**src/design/hll_fifo.sv**
```systemverilog
// Short queue that decouples the front end from the bucket store back end.
// Depends on nothing beyond its parameters; used by the top level.
module hll_fifo #(
  parameter int WIDTH = 18,
  parameter int DEPTH = 4
) (
  input  logic             clk_i,
  input  logic             rst_ni,
  input  logic             push_valid_i,
  output logic             push_ready_o,
  input  logic [WIDTH-1:0] push_data_i,
  output logic             pop_valid_o,
  input  logic             pop_ready_i,
  output logic [WIDTH-1:0] pop_data_o
);

  localparam int AW = (DEPTH > 1) ? $clog2(DEPTH) : 1;
  localparam int CW = $clog2(DEPTH + 1);

  logic [WIDTH-1:0] entry_q [DEPTH];
  logic [AW-1:0]    wr_ptr_q;
  logic [AW-1:0]    rd_ptr_q;
  logic [CW-1:0]    count_q;
  logic             push;
  logic             pop;

  assign push_ready_o = (count_q != CW'(DEPTH));
  assign pop_valid_o  = (count_q != '0);
  assign push         = push_valid_i && push_ready_o;
  assign pop          = pop_valid_o && pop_ready_i;
  assign pop_data_o   = entry_q[rd_ptr_q];

  // Store incoming item
  always_ff @(posedge clk_i) begin
    if (push) begin
      entry_q[wr_ptr_q] <= push_data_i;
    end
  end

  // Advance pointers and occupancy
  always_ff @(posedge clk_i or negedge rst_ni) begin
    if (!rst_ni) begin
      wr_ptr_q <= '0;
      rd_ptr_q <= '0;
      count_q  <= '0;
    end else begin
      if (push) begin
        wr_ptr_q <= (wr_ptr_q == AW'(DEPTH - 1)) ? '0 : wr_ptr_q + AW'(1);
      end
      if (pop) begin
        rd_ptr_q <= (rd_ptr_q == AW'(DEPTH - 1)) ? '0 : rd_ptr_q + AW'(1);
      end
      if (push && !pop) begin
        count_q <= count_q + CW'(1);
      end else if (pop && !push) begin
        count_q <= count_q - CW'(1);
      end
    end
  end

  a_count_bound: assert property (@(posedge clk_i) disable iff (!rst_ni)
    count_q <= CW'(DEPTH))
    else $error("queue occupancy above depth");

  a_push_grows: assert property (@(posedge clk_i) disable iff (!rst_ni)
    (push && !pop) |=> (count_q == $past(count_q) + CW'(1)))
    else $error("push without pop did not grow queue");

  a_pop_shrinks: assert property (@(posedge clk_i) disable iff (!rst_ni)
    (pop && !push) |=> (count_q == $past(count_q) - CW'(1)))
    else $error("pop without push did not shrink queue");

endmodule

```
**config.mk**
```make
export PLATFORM = sky130hd
export DESIGN_NAME = hll_fifo
export DESIGN_NICKNAME = d
export VERILOG_FILES = /design/src/design/hll_fifo.sv
export SDC_FILE = /design/constraint.sdc
export NUM_CORES = 1
export LEC_CHECK = 0
export ABC_AREA = 1
export BUFFER_PORTS_ARGS = -buffer_cell sky130_fd_sc_hd__clkbuf_2
export CAP_MARGIN = 25
export CORE_MARGIN = 3
export CORE_UTILIZATION = 61
export CTS_CLUSTER_SIZE = 16
export DETAILED_ROUTE_END_ITERATION = 7
export MAX_ROUTING_LAYER = met4
export PLACE_DENSITY = 0.83
export SYNTH_ARGS = -nofsm -noshare
export SYNTH_HDL_FRONTEND = slang
export SYNTH_SLANG_ARGS = --single-unit
export TNS_END_PERCENT = 30
```
**constraint.sdc**
```tcl
create_clock -name clk_i -period 4.7 [get_ports clk_i]
set_clock_uncertainty 0.2 [all_clocks]
set_input_delay 0.94 -clock clk_i [delete_from_list [all_inputs] [get_ports clk_i]]
set_output_delay 0.94 -clock clk_i [all_outputs]
set_load 0.05 [all_outputs]
```
# Yosys cells after proc, flatten, opt, wreduce, memory -nomap -nowiden
# Memory sizes are Yosys's and may differ from the RTL's.
# Index checks and enable logic that the tools add are counted.
dict set report totals {
  reg_bits 7
  latchBits 0
  mem_bits_rw 72
  mem_bits_ro 0
  in_bits 22
  out_inout_bits 20
  wordCells 25
  mem_count 1
}
dict set report classes {
  add_sub_neg 4
  n_mul 0
  div 0
  n_lt_le_gt_ge 0
  eq_ne 3
  n_shift 0
  n_mux 6
  bitwise_logic 0
  n_reduce_logical 8
}
# name depth width read_ports rd_clocked_by_memory_dff wr line_no
set mem_list {}
lappend mem_list {entry_q 4 18 1 0 1 20} ;# logic [WIDTH-1:0] entry_q [DEPTH];
# op n
set ops {}
lappend ops {{$mux W3} 2}
lappend ops {{$add A2 B1 Y2 const B} 2}
lappend ops {{$eq A2 B2 Y1 const B} 2}
lappend ops {{$logic_and A1 B1 Y1} 4}
lappend ops {{$mux W2} 2}
lappend ops {{$add A3 B1 Y3 const B} 1}
lappend ops {{$ne A3 B3 Y1 const B} 1}
lappend ops {{$reduce_bool A3 Y1} 1}
lappend ops {{$sub A3 B1 Y3 const B} 1}
lappend ops {{$logic_not A1 Y1} 2}
lappend ops {{$mux W1} 2}
lappend ops {{$reduce_bool A2 Y1} 1}

# Logic depth before layout (Yosys ltp)
dict set report logic_depth {
  word_depth 6
  depth_mapped 12
}

# Worst setup path after synthesis
# Ideal clock, no wire load.
dict set report synth_timing {
  path_type {input-to-reg}
  from {in push_valid_i}
  to {mem entry_q[0][0] (enable)}
  arrival_time_ps 1875
  t_required_ps 4107
  setup_slack_ps 2232
  cell_stages 2
  path_cell_list {nand2_1 nor2_1}
}
dict set report synth_via {
  elab_chain_cells 3
}
# element line_no
set synth_lines {}
lappend synth_lines {{start, declared} 9} ;# input logic push_valid_i,
lappend synth_lines {{$logic_and A1 B1 Y1} 29} ;# assign push = push_valid_i && push_ready_o;
lappend synth_lines {{$mux W1} 35} ;# if (push) begin
lappend synth_lines {{$mux W1 (implied by the code)} 36} ;# entry_q[wr_ptr_q] <= push_data_i;
lappend synth_lines {{end, declared} 20}
# No other way between the ends.

# Final worst setup path
dict set report layout_timing {
  from {reg rd_ptr_q[1]}
  to {out pop_data_o[7]}
}
dict set report layout_via {
  elab_chain_cells 1
}
# element line_no
set layout_lines {}
lappend layout_lines {{start, declared} 22} ;# logic [AW-1:0] rd_ptr_q;
lappend layout_lines {{start signal, assigned} 51} ;# rd_ptr_q <= (rd_ptr_q == AW'(DEPTH - 1)) ? '0 : rd_ptr_q + AW'(1);
lappend layout_lines {{$mem_v2 Z4 W18} --}
lappend layout_lines {{end, declared} 14} ;# output logic [WIDTH-1:0] pop_data_o
# No other way between the ends.

==> flow_summary_export.csv <==
group,metric,value,unit
run_status,outcome,"finished clean",
pwr,internal_power,1520,uW
critical_path,crit_slowest_cell,"dfrtp_1",
synth,ys_warn_count,0,
place,dp_hpwl,3.61,mm
pwr,seqPwrFrac,38.3,%
grt,grt_max_degree,58,
layout,nFillCells,361,
detailed_routing,post-route-drc-count,0,
clock_network,clk_latency,0.34,ns
pwr,power.switching,1190,uW
place,post_dp_cell_area,3570,um^2
synth,synth_cell_type_count,18,
pwr,p_per_area,714,nW/um^2
floorplanning,row_count,26,
pwr,vdd.ir_drop.worst,0.438,mV
timing,fmax,0.306,GHz
detailed_routing,drt_pass1_iterations,4,
clock_network,post_cts_buffers,0,
detailed_routing,vias_per_cell,5.10,
synth,synth_top_area_share,64.5,%
layout,final_cell_mix,"edfxtp_1 (72), nand2_1 (69), inv_1 (49)",
floorplanning,design.core.area,5200,um^2
critical_path,crit_chain,"inv_2 -> o211ai_1 -> nand2_1 -> clkbuf_2",
timing,min_period,3.27,ns
timing,finalMaxSlewViolations,0,
clock_network,cts_hold_buffers,0,
place,io_buffers,41,
layout,area_growth,13.0,%
grt,antenna_found_initial,0,
clock_network,clk_pin_slew,0.07,ns
timing,tns,0,ns
clock_network,numCtsBuffers,9,
grt,grt_overflow_total,0,
floorplanning,die_w,80.1,um
pwr,switching_share,43.9,%
detailed_routing,wl_per_cell,14.8,um
floorplanning,die_h,80.1,um
critical_path,cp_max_fo,21,
synth,synth_fp_nets,297,
pwr,power_frac_clock,19.1,%
synth,syn_area,3350,um^2
synth,ys_seq_area_share,69.8,%
detailed_routing,vias,1962,
synth,yosys_register_bits,79,
synth,synth_area_per_cell,12.5,um^2
floorplanning,die_area,6420,um^2
synth,yosysTopAreaCell,"edfxtp_1",
layout,multi_input_area,732,um^2
pwr,leakage,0.00159,uW
timing,tightest_slew,1.02,ns
critical_path,cp.arrival,2.13,ns
timing,finalHoldViolCount,0,
detailed_routing,drt_iter0_markers,198,
clock_network,clock-sinks,79,
synth,ys_top_cells_by_area,"edfxtp_1 (65%), nand2_1 (7.7%), o211ai_1 (7.4%)",
timing,fin_crit_sh,69.6,%
synth,synthCells,268,
layout,drive_gt1_share,21.0,%
clock_network,cts_tree,"done",
critical_path,start_kind,"flop",
floorplanning,initial_core_util,64.4,%
critical_path,worstSetupEndpointType,"primary output",
timing,rsz0062_at_grt,"no",
timing,setup_viol,0,
layout,register_area,2340,um^2
clock_network,root_buffer,"clkbuf_8",
detailed_routing,ant_nets,0,
detailed_routing,wirelength,5.69,mm
critical_path,cp.required,3.56,ns
place,globalplace.congestion,0.726,
critical_path,critical_path_class,"flop to primary output",
layout,final_common_cell,"edfxtp_1",
pwr,p_comb_share,42.6,%
layout,final_area,3790,um^2
clock_network,post_cts_resized,0,
timing,slew_headroom,32.1,%
floorplanning,io_pins,42,
grt,first_global_vias,1943,
grt,grt_first_pass_wirelength,9.52,mm
critical_path,cpPeakStageDelay,0.87,ns
layout,num_antenna_cells,0,
clock_network,cts-htree-levels,3,
clock_network,clock_path_buffers,2,
grt,grt_util_all_layers,21.0,%
worst_hold_path,min_path_type,"primary input to async pin",
layout,nNetsFinal,340,
job,cap_viol_max_count,0,
==> layer usage <==
layer	routed length [um]	vias up	track usage, %
li1	-	998	-
met1	2450	910	26.5
met2	2890	46	32.9
met3	248	8	4.04
met4	91	0	10.1
met5	0	-	-
==> sequential cells by signal, indices dropped and copies added, names as in the netlist <==
| signal | count |
|---|---|
| count_q | 3 |
| entry_q | 72 |
| wr_ptr_q | 2 |
| rd_ptr_q | 2 |
==> synth_stat cells <==
| master | number |
|---|---|
| nand2_1 | 69 |
| o21ai_0 | 1 |
| ha_1 | 6 |
| buf_6 | 7 |
| buf_4 | 2 |
| inv_1 | 49 |
| nand4_1 | 1 |
| dfrtp_1 | 7 |
| nand3_1 | 6 |
| nand3_2 | 1 |
| fa_1 | 1 |
| xnor2_1 | 1 |
| o211ai_2 | 3 |
| o211ai_1 | 33 |
| nor2_1 | 6 |
| edfxtp_1 | 72 |
| inv_2 | 1 |
| buf_2 | 2 |
==> layout make-up <==
class                           instances  area share, %
Clock buffer                           10           3.37
Timing Repair Buffer                   43           6.34
Multi-Input combinational cell        128           19.3
Clock inverter                          5           1.95
Sequential cell                        79           61.7
Inverter                               50           4.96
Tap cell                               70           2.31
==> path summary, 6_finish.rpt <==
check	start	end	slack [ns]	depth (start not counted)
max	rd_ptr_q[1]$_DFFE_PN0P_	pop_data_o[7]	1.43	4
min	rst_ni	wr_ptr_q[0]$_DFFE_PN0P_	0.22	1
max reg2reg	count_q[0]$_DFFE_PN0P_	entry_q[1][8]$_DFFE_PP_	2.48	4
min reg2reg	count_q[2]$_DFFE_PN0P_	count_q[2]$_DFFE_PN0P_	0.32	2
max in group asynchronous	rst_ni	rd_ptr_q[0]$_DFFE_PN0P_	3.90	1
min in group clk_i	count_q[2]$_DFFE_PN0P_	count_q[2]$_DFFE_PN0P_	0.32	2
==> cell families after synthesis <==
logic type      after synthesis  synth area share (%)
simple gates                 83                  9.78
buf+inv                      61                  8.70
xor+xnor                      1                 0.261
flops                        79                  69.8
fa+ha+maj                     7                  2.84
compound gates               37                  8.66
==> worst max-delay path, delay by kind of cell (launching register included) <==
| family | cells | cell delay (ns) |
|---|---|---|
| AO/OA/AOI/OAI | 1 | 0.21 |
| buffers and inverters | 2 | 0.62 |
| flip-flops | 1 | 0.87 |
| AND/OR/NAND/NOR | 1 | 0.10 |
==> metrics by stage <==
stage | hold WS, ns | cells | utilization [%] | setup WS, ns | total power, uW
2_1_floorplan | 0.282 | 268 | - | 2.23 | 1980
6_report | 0.224 | 385 | 72.8 | 1.43 | 2700
3_5_place_dp | 0.309 | 369 | 68.6 | 1.76 | 2210
5_1_grt | 0.211 | 385 | 72.8 | 1.23 | 2880
4_1_cts | 0.214 | 384 | 72.5 | 1.39 | 2720
3_3_place_gp | 0.297 | 368 | 68.2 | 1.73 | 2150
==> power groups by stage <==
stage	Combinational, uW	Sequential [uW]	Clock [uW]
2_1_floorplan	993	991	0
3_3_place_gp	1050	1100	0
3_5_place_dp	1160	1050	0
4_1_cts	1160	1040	525
5_1_grt	1260	1060	556
6_report	1150	1040	516
(Power assumes the default switching activity.)
