==> src/design/hll_pkg.sv <==
// Shared types and constants for the cardinality-sketch register update block.
// Used by hll_front, hll_back and hyperloglog_register_update_top.
package hll_pkg;

  localparam int HASH_W      = 32;
  localparam int KEY_W       = 32;
  localparam int SEED_COUNT  = 32;
  localparam int SEED_AW     = 5;
  localparam int RANK_W      = 6;
  localparam int MODE_W      = 2;
  localparam int CFG_W       = 4;
  localparam int QUEUE_DEPTH = 4;

  localparam logic [CFG_W-1:0] BUCKET_BITS_RST = 4'd10;

  // Item kinds as they arrive on tuser
  typedef enum logic [MODE_W-1:0] {
    MODE_UPDATE = 2'd0,
    MODE_SEED   = 2'd1,
    MODE_READ   = 2'd2,
    MODE_NOP    = 2'd3
  } mode_e;

  // Work the back end carries out for one item
  typedef enum logic [1:0] {
    OP_NONE,
    OP_UPDATE,
    OP_READ
  } op_e;

  typedef struct packed {
    op_e               op;
    logic [RANK_W-1:0] rank;
  } job_t;

endpackage

==> src/design/hll_front.sv <==
// Front end: takes input items, holds the seed table, hashes keys and classifies items.
// Depends on hll_pkg; feeds jobs into hll_fifo.
module hll_front #(
  parameter int IW = 10,
  parameter int BW = 4
) (
  input  logic                       clk_i,
  input  logic                       rst_ni,
  input  logic                       in_valid_i,
  output logic                       in_ready_o,
  input  hll_pkg::mode_e             mode_i,
  input  logic [hll_pkg::KEY_W-1:0]  key_i,
  input  logic [IW-1:0]              slot_i,
  input  logic [hll_pkg::HASH_W-1:0] seed_i,
  input  logic [BW-1:0]              bucket_bits_i,
  input  logic                       hold_i,
  output logic                       push_valid_o,
  input  logic                       push_ready_i,
  output hll_pkg::job_t              push_job_o,
  output logic [IW-1:0]              push_idx_o
);

  localparam int HW = hll_pkg::HASH_W;
  localparam int RW = hll_pkg::RANK_W;

  // Leading zeros of one byte, 8 when the byte is zero
  function automatic logic [3:0] lzc8(input logic [7:0] v);
    logic [3:0] n;
    logic       hit;
    n   = 4'd8;
    hit = 1'b0;
    for (int i = 7; i >= 0; i--) begin
      if (!hit && v[i]) begin
        n   = 4'(7 - i);
        hit = 1'b1;
      end
    end
    return n;
  endfunction

  // Leading zeros of a 32-bit word, built from byte counts
  function automatic logic [RW-1:0] lzc32(input logic [HW-1:0] v);
    logic [RW-1:0] n;
    priority if (v[31:24] != '0) begin
      n = RW'(lzc8(v[31:24]));
    end else if (v[23:16] != '0) begin
      n = RW'(8) + RW'(lzc8(v[23:16]));
    end else if (v[15:8] != '0) begin
      n = RW'(16) + RW'(lzc8(v[15:8]));
    end else begin
      n = RW'(24) + RW'(lzc8(v[7:0]));
    end
    return n;
  endfunction

  logic                         accept;
  logic                         seed_we;
  logic [hll_pkg::SEED_AW-1:0]  seed_sel;
  logic [HW-1:0]                seed_q [hll_pkg::SEED_COUNT];

  logic [HW-1:0] lv0 [32];
  logic [HW-1:0] lv1 [16];
  logic [HW-1:0] lv2 [8];
  logic [HW-1:0] lv3 [4];
  logic [HW-1:0] lv4 [2];
  logic [HW-1:0] hash;

  logic           f1_valid_q;
  hll_pkg::mode_e f1_mode_q;
  logic [HW-1:0]  f1_hash_q;
  logic [IW-1:0]  f1_slot_q;
  logic           f1_adv;
  logic           f1_free;

  logic           f2_valid_q;
  hll_pkg::op_e   f2_op_q;
  logic [IW-1:0]  f2_idx_q;
  logic [HW-1:0]  f2_rest_q;
  logic           f2_adv;
  logic           f2_free;

  hll_pkg::op_e   f2_op_d;
  logic [IW-1:0]  f2_idx_d;
  logic [HW-1:0]  f2_rest_d;
  logic [IW-1:0]  top_bits;
  logic [IW-1:0]  idx_mask;
  logic [BW-1:0]  shamt;

  logic [RW-1:0]  zeros;
  logic [RW-1:0]  rank;

  // Handshake and pipeline flow
  assign f2_adv     = f2_valid_q && push_ready_i;
  assign f2_free    = !f2_valid_q || f2_adv;
  assign f1_adv     = f1_valid_q && f2_free;
  assign f1_free    = !f1_valid_q || f1_adv;
  assign in_ready_o = f1_free && !hold_i;
  assign accept     = in_valid_i && in_ready_o;

  // Load seed words; an index past the table writes nothing
  assign seed_sel = hll_pkg::SEED_AW'(slot_i);
  assign seed_we  = accept && (mode_i == hll_pkg::MODE_SEED) &&
                    (32'(slot_i) < 32'(hll_pkg::SEED_COUNT));

  always_ff @(posedge clk_i or negedge rst_ni) begin
    if (!rst_ni) begin
      for (int i = 0; i < hll_pkg::SEED_COUNT; i++) begin
        seed_q[i] <= '0;
      end
    end else if (seed_we) begin
      seed_q[seed_sel] <= seed_i;
    end
  end

  // H3 hash: XOR tree over the seed words selected by key bits
  always_comb begin
    for (int i = 0; i < 32; i++) begin
      lv0[i] = key_i[i] ? seed_q[i] : '0;
    end
    for (int i = 0; i < 16; i++) begin
      lv1[i] = lv0[2*i] ^ lv0[2*i+1];
    end
    for (int i = 0; i < 8; i++) begin
      lv2[i] = lv1[2*i] ^ lv1[2*i+1];
    end
    for (int i = 0; i < 4; i++) begin
      lv3[i] = lv2[2*i] ^ lv2[2*i+1];
    end
    for (int i = 0; i < 2; i++) begin
      lv4[i] = lv3[2*i] ^ lv3[2*i+1];
    end
    hash = lv4[0] ^ lv4[1];
  end

  // Stage one: capture hashed item
  always_ff @(posedge clk_i or negedge rst_ni) begin
    if (!rst_ni) begin
      f1_valid_q <= 1'b0;
    end else if (f1_free) begin
      f1_valid_q <= accept;
    end
  end

  always_ff @(posedge clk_i) begin
    if (accept) begin
      f1_mode_q <= mode_i;
      f1_hash_q <= hash;
      f1_slot_q <= slot_i;
    end
  end

  // Classify: split the hash into bucket and remainder, or wrap the read index
  assign shamt    = BW'(IW) - bucket_bits_i;
  assign top_bits = f1_hash_q[HW-1 -: IW];
  assign idx_mask = {IW{1'b1}} >> shamt;

  always_comb begin
    f2_op_d   = hll_pkg::OP_NONE;
    f2_idx_d  = '0;
    f2_rest_d = '0;
    unique case (f1_mode_q)
      hll_pkg::MODE_UPDATE: begin
        f2_op_d   = hll_pkg::OP_UPDATE;
        f2_idx_d  = top_bits >> shamt;
        f2_rest_d = f1_hash_q << bucket_bits_i;
      end
      hll_pkg::MODE_READ: begin
        f2_op_d  = hll_pkg::OP_READ;
        f2_idx_d = f1_slot_q & idx_mask;
      end
      default: begin
        f2_op_d = hll_pkg::OP_NONE;
      end
    endcase
  end

  // Stage two: hold classified item
  always_ff @(posedge clk_i or negedge rst_ni) begin
    if (!rst_ni) begin
      f2_valid_q <= 1'b0;
    end else if (f2_free) begin
      f2_valid_q <= f1_valid_q;
    end
  end

  always_ff @(posedge clk_i) begin
    if (f1_adv) begin
      f2_op_q   <= f2_op_d;
      f2_idx_q  <= f2_idx_d;
      f2_rest_q <= f2_rest_d;
    end
  end

  // Rank: leading zeros of the remainder plus one; empty remainder counts its full width
  assign zeros = (f2_rest_q == '0) ? (RW'(HW) - RW'(bucket_bits_i)) : lzc32(f2_rest_q);
  assign rank  = zeros + RW'(1);

  assign push_valid_o    = f2_valid_q;
  assign push_job_o.op   = f2_op_q;
  assign push_job_o.rank = (f2_op_q == hll_pkg::OP_UPDATE) ? rank : '0;
  assign push_idx_o      = f2_idx_q;

endmodule

==> config.mk <==
export PLATFORM = sky130hd
export DESIGN_NAME = hll_front
export DESIGN_NICKNAME = d
export VERILOG_FILES = /design/src/design/hll_pkg.sv /design/src/design/hll_front.sv
export SDC_FILE = /design/constraint.sdc
export NUM_CORES = 2
export LEC_CHECK = 0
export ABC_AREA = 1
export BUFFER_PORTS_ARGS = -buffer_cell sky130_fd_sc_hd__buf_2
export CELL_PAD_IN_SITES_DETAIL_PLACEMENT = 1
export CELL_PAD_IN_SITES_GLOBAL_PLACEMENT = 2
export CORE_ASPECT_RATIO = 2
export CORE_UTILIZATION = 42
export CTS_BUF_LIST = sky130_fd_sc_hd__clkbuf_4 sky130_fd_sc_hd__clkbuf_8
export DETAILED_ROUTE_END_ITERATION = 16
export PLACE_DENSITY_LB_ADDON = 0.1
export RECOVER_POWER = 100
export SETUP_SLACK_MARGIN = 0.5
export SLEW_MARGIN = 20
export SYNTH_ARGS = -nofsm -noshare
export SYNTH_HDL_FRONTEND = slang
export SYNTH_SLANG_ARGS = --single-unit
export TNS_END_PERCENT = 30
==> constraint.sdc <==
create_clock -name clk_i -period 4.1 [get_ports clk_i]
set_clock_uncertainty 0.1 [all_clocks]
set_input_delay 0.205 -clock clk_i [delete_from_list [all_inputs] [get_ports clk_i]]
set_output_delay 0.205 -clock clk_i [all_outputs]
set_load 0.05 [all_outputs]
Word level (Yosys, flattened, before mapping) --
Cells that the tools add are included.
Word-level totals: bits of input ports 85, bits in registers 1114, logic and storage cells 334
Cells by class: reductions and logical operators 73, add/subtract/negate cells 6, multiplexer cells 173, magnitude comparators 3, shifts and indexed selects 3, equal/unequal tests 3, bitwise logic cells 33
Operators with widths (number):
- $mux 32 | 33
- $bwmux 1024 | 1
- $xor 32x32->32 | 31
- $demux 32 s5 | 1
- $mux 4 | 40
- $mux 1 | 91
- $logic_and 1x1->1 | 35
- $logic_not 32->1 | 1
- $shl 32x4->32 | 1
- $logic_not 1->1 | 31
- $mux 6 | 5
- $reduce_bool 8->1 | 3
- $pmux 10 s2 | 1
- $add 5x4->6 const A | 2
- $and 10x10->10 | 1
- $lt 10x6->1 const B | 1
- $shr 10x4->10 | 1
- $shr 10x4->10 const A | 1
- $add 6x1->6 const B | 1
- $ge 6x6->1 const B | 1
- $lt 6x1->1 const B | 1
- $not 5->6 | 1
- $sub 6x4->6 const A | 1
- $add 4x4->5 const A | 1
- 6 further kinds | 8

Longest topological paths before layout --
depth in word-level cells 53, mapped depth 17

Worst setup path before layout --
No wires, ideal clock.
kind register to register, from reg f2_valid_q (netlist: push_valid_o), to reg seed_q[600] in the netlist's numbering, arrival time 3.389 ns, path buffers 2, setup slack 0.482 ns, cell stages (with the launch flop) 13, library setup time 0.129 ns, cell sequence dfrtp_1 > nand2_1 > nor2_1 > inv_2 > nand2_1 > nor2_2 > nand2_1 > nor3_4 > buf_12 > nand2_8 > buf_6 > nand2_1 > o21ai_2
On the way: word-level cells in the longest chain between the ends 8
RTL lines:
- start: declaration | RTL line hll_front.sv:75 | logic f2_valid_q;
- start signal: assignment | RTL line hll_front.sv:182 | f2_valid_q <= f1_valid_q;
- $logic_not 1->1 / $logic_and 1x1->1 (equally long branches) | RTL line hll_front.sv:94, hll_front.sv:93
- $logic_or 1x1->1 (*) | RTL line hll_front.sv:94 | assign f2_free = !f2_valid_q || f2_adv;
- $logic_and 1x1->1 (*) | RTL line hll_front.sv:95 | assign f1_adv = f1_valid_q && f2_free;
- $logic_or 1x1->1 (*) | RTL line hll_front.sv:96 | assign f1_free = !f1_valid_q || f1_adv;
- $logic_and 1x1->1 (*) | RTL line hll_front.sv:97 | assign in_ready_o = f1_free && !hold_i;
- $logic_and 1x1->1 (*) | RTL line hll_front.sv:98 | assign accept = in_valid_i && in_ready_o;
- named net accept | RTL line hll_front.sv:56 | logic accept;
- $logic_and 1x1->1 (*) (2 in a row) | RTL line hll_front.sv:102 | assign seed_we = accept && (mode_i == hll_pkg::MODE_SEED) &&
- end signal: indexed assignment | RTL line hll_front.sv:111 | seed_q[seed_sel] <= seed_i;
- end: declaration | RTL line hll_front.sv:59 | logic [HW-1:0] seed_q [hll_pkg::SEED_COUNT];
The timed path passes the listed nets; every way through them passes the cells marked *. A chain may end at the register's enable or synchronous reset.

==> impl_results.md <==
- Outcome: finished, violations left
- Failing checks: max-capacitance violations, max-slew violations
- DR vias: 42.36k
- Antenna-violating nets left: 0
- Fmax: 268.5 MHz
- Critical path class: input pin to asynchronous set/reset pin
- WP data required: 4.79 ns
- Synth Instances: 6,354
- Die W: 261.9 um
- Post-route setup TNS: 0 ns
- Lkg Pwr: 26.11 nW
- Multi-input logic area: 24,300 um2
- WL/cell: 22.11 um
- Relative slew slack: -148.8%
- Met2 wire length: 97,220 um
- Maxcap violations: 3
- Clk buf depth: 4
- Crit end category: asynchronous set/reset pin
- Post-synthesis adder-cell area fraction: 0.1323%
- DRC violations left: 0
- Avg Synthesized Cell Area: 8.933 um2
- Die height: 521.9 um
- PortBufs: 104
- DR top layer: met4
- Pwr Total: 0.02299 W
- First-pass GRT wire length: 278,100 um
- Mux contribution to synthesized area: 0.01764%
- Peak supply drop: 229.1 uV
- I/O pin cnt: 105
- Synth-to-layout area growth: 8.335%
- Met1 WL: 73,200 um
- Largest net degree at the start of global routing: 118
- FFs w/ async S/R, synth: 92.10%
- RSZ-0062 raised after global routing: yes
- DRT Pass-1 Iters: 6
- Placed cell area: 57,770 um2
- FILL cells: 15.82k
- Register area: 28,320 um2
- CTS tree: yes
- Layout Nets: 6,524
- Worst hold path type: input pin to register
- Worst-Skew Late Latency: 0.88 ns
- Cell mode on critical path: clkbuf_1
- Post-synth EDFFs: 88
- Worst stage delay on the critical path: 2.60 ns
- Synth top area share: 45.23%
- Top_reg_cell synth: dfrtp_1
- Sink Count: 1,114
- Max-slew violations: 105
- Synth warn: 0
- Design Area, Final: 61,490 um2
- Synth top area cells: dfrtp_1, nand2_1, xnor2_1, o21ai_1, edfxtp_1
- H-Tree Depth: 4
- GRT Total Usage: 27.36%
- Initial antenna violation count: 12
- Post-synthesis compound-gate area fraction: 10.97%
- Seq cells post-synth: 1,114
- Critical-path top delay cell: clkbuf_1
- CORE AREA: 134,100 um2
- Synth area leader: dfrtp_1
- Yosys cell types: 40
- Root Buffer Master: clkbuf_8
- CTS clk-pin slew, worst paths: 0.06 ns
- Initial Util: 42.33%
- Row cnt: 190
- Drt total wl: 183,500 um
- Combinational family with the most area after synthesis: simple AND/OR/NAND/NOR gates
- Final Cycle Share: 90.85%
- Min Tclk post-route: 3.725 ns
- Vias in the first global route: 44.55k
- Share of cells above drive strength 1: 8.553%
- Cell area after technology mapping: 56,760 um2
- RD Place Congestion: 0.8388
- Die ar.: 136,700 um2
- Syn_nets: 6,445
- Worst setup margin: 0.3749 ns
- Pre-CTS setup slack: 0.9029 ns
- Post-Synth Simple-Gate Area: 17.83%
- Top-count cell post-synth: nand2_1
- Synth cell count leaders: nand2_1, dfrtp_1, o21ai_1
- Cts bufs inserted: 179
- PD cells: 373.9 nW/um2
- CP startpoint kind: input pin
- Worst Tran Pin Value: 3.732 ns
- Grt ovf: 0
- Worst-path cell chain: dlygate4sd3_1, clkbuf_1, clkbuf_1
- Final hold viol count: 0
- Worst-path maximum fanout: 24
- Hpwl dp: 119,100 um
- Final setup viols: 0
- DR iter-0 viols: 2,654
- Vias per cell: 5.104
- WL met3: 5691 um
- Share of the yosys chip area belonging to registers: 49.89%
- Crit path arrival time: 4.41 ns
- XOR/XNOR Fraction of Synth Area: 14.84%
logic make-up after synthesis:
kind of cell	after synthesis
and+or+nand+nor	2536
muxes	1
xor gates and xnor gates	962
adders and majority gates	6
AOI/OAI and AO/OA	1153
buffers and inverters	582
DFF	1114
worst max-delay path, delay by kind of cell:
family | cells | cell delay [ns]
buffers and inverters | 3 | 4.11
worst paths after layout:
check	cells after the start	slack, ns	endpoint	startpoint
max	3	0.37	seed_q[880]$_DFFE_PN0P_	rst_ni
min	3	0.02	seed_q[549]$_DFFE_PN0P_	seed_i[5]
max reg2reg	11	0.72	seed_q[825]$_DFFE_PN0P_	push_valid_o$_DFFE_PN0P_
min reg2reg	2	0.38	seed_q[635]$_DFFE_PN0P_	seed_q[635]$_DFFE_PN0P_
max in group clk_i	12	0.50	push_job_o[5]	f2_rest_q[17]$_SDFFCE_PN0P_
min in group asynchronous	3	2.26	push_valid_o$_DFFE_PN0P_	rst_ni
metrics by stage:
step                      utilization, %  hold WS, ns  std cells
after global routing               45.84      0.04832       8289
final                              45.86      0.01704       8299
after floorplan                        -      -0.1906       6354
after CTS                          46.37     0.002924       8282
after global placement             43.08       0.1692       7916
after detailed placement           43.08       0.1630       7916
placed cells by master, fill, tap and decap left out, drive strengths merged, types with 12 or more instances in the layout:
cell type	n
nand2	2395
o21ai	1082
dfrtp	1026
xnor2	815
clkbuf	357
buf	193
inv	164
xor2	147
edfxtp	88
nor2	88
dlygate4sd3	58
nand3	33
a21oi	31
o22ai	20
diode	12
where the power goes:
group | total [W] | switching [W] | internal (W) | leakage [nW]
registers | 0.0113 | 0.0000486 | 0.0112 | 15.2
clock network | 0.0103 | 0.00460 | 0.00572 | 2.01
logic | 0.00142 | 0.00112 | 0.000296 | 8.91
total | 0.0230 | 0.00577 | 0.0172 | 26.1
area by class of cell:
class	instances	area share [%]
Sequential cell	1114	46.05
Multi-Input combinational cell	4658	39.52
Clock buffer	294	5.940
Timing Repair Buffer	314	3.705
Tap cell	1728	3.516
Inverter	166	1.013
Clock inverter	13	0.2055
Antenna cell	12	0.04884
state kept, by name, summed over array words and instances, names as in the netlist:
name          count
f1_hash_q        32
f1_mode_q         2
f1_slot_q        10
f1_valid_q        1
f2_op_q           2
f2_rest_q        32
push_idx_o       10
push_valid_o      1
seed_q         1024
routing by layer:
layer	track usage, %	vias up
met2	51.32	618
met5	0	-
met3	2.620	273
li1	-	20190
met1	31.99	21270
met4	9.209	0
timing repair:
item / CTS / global route
hold endpoints to repair: 1438 / 0
pin swaps: 0 / 6
endpoints found under the setup margin: 4 / 5
hold buffers: 59 / 0
buffers inserted: 0 / 5
resized for setup: 5 / 18
Note: power is estimated with default switching activity, not from simulation.
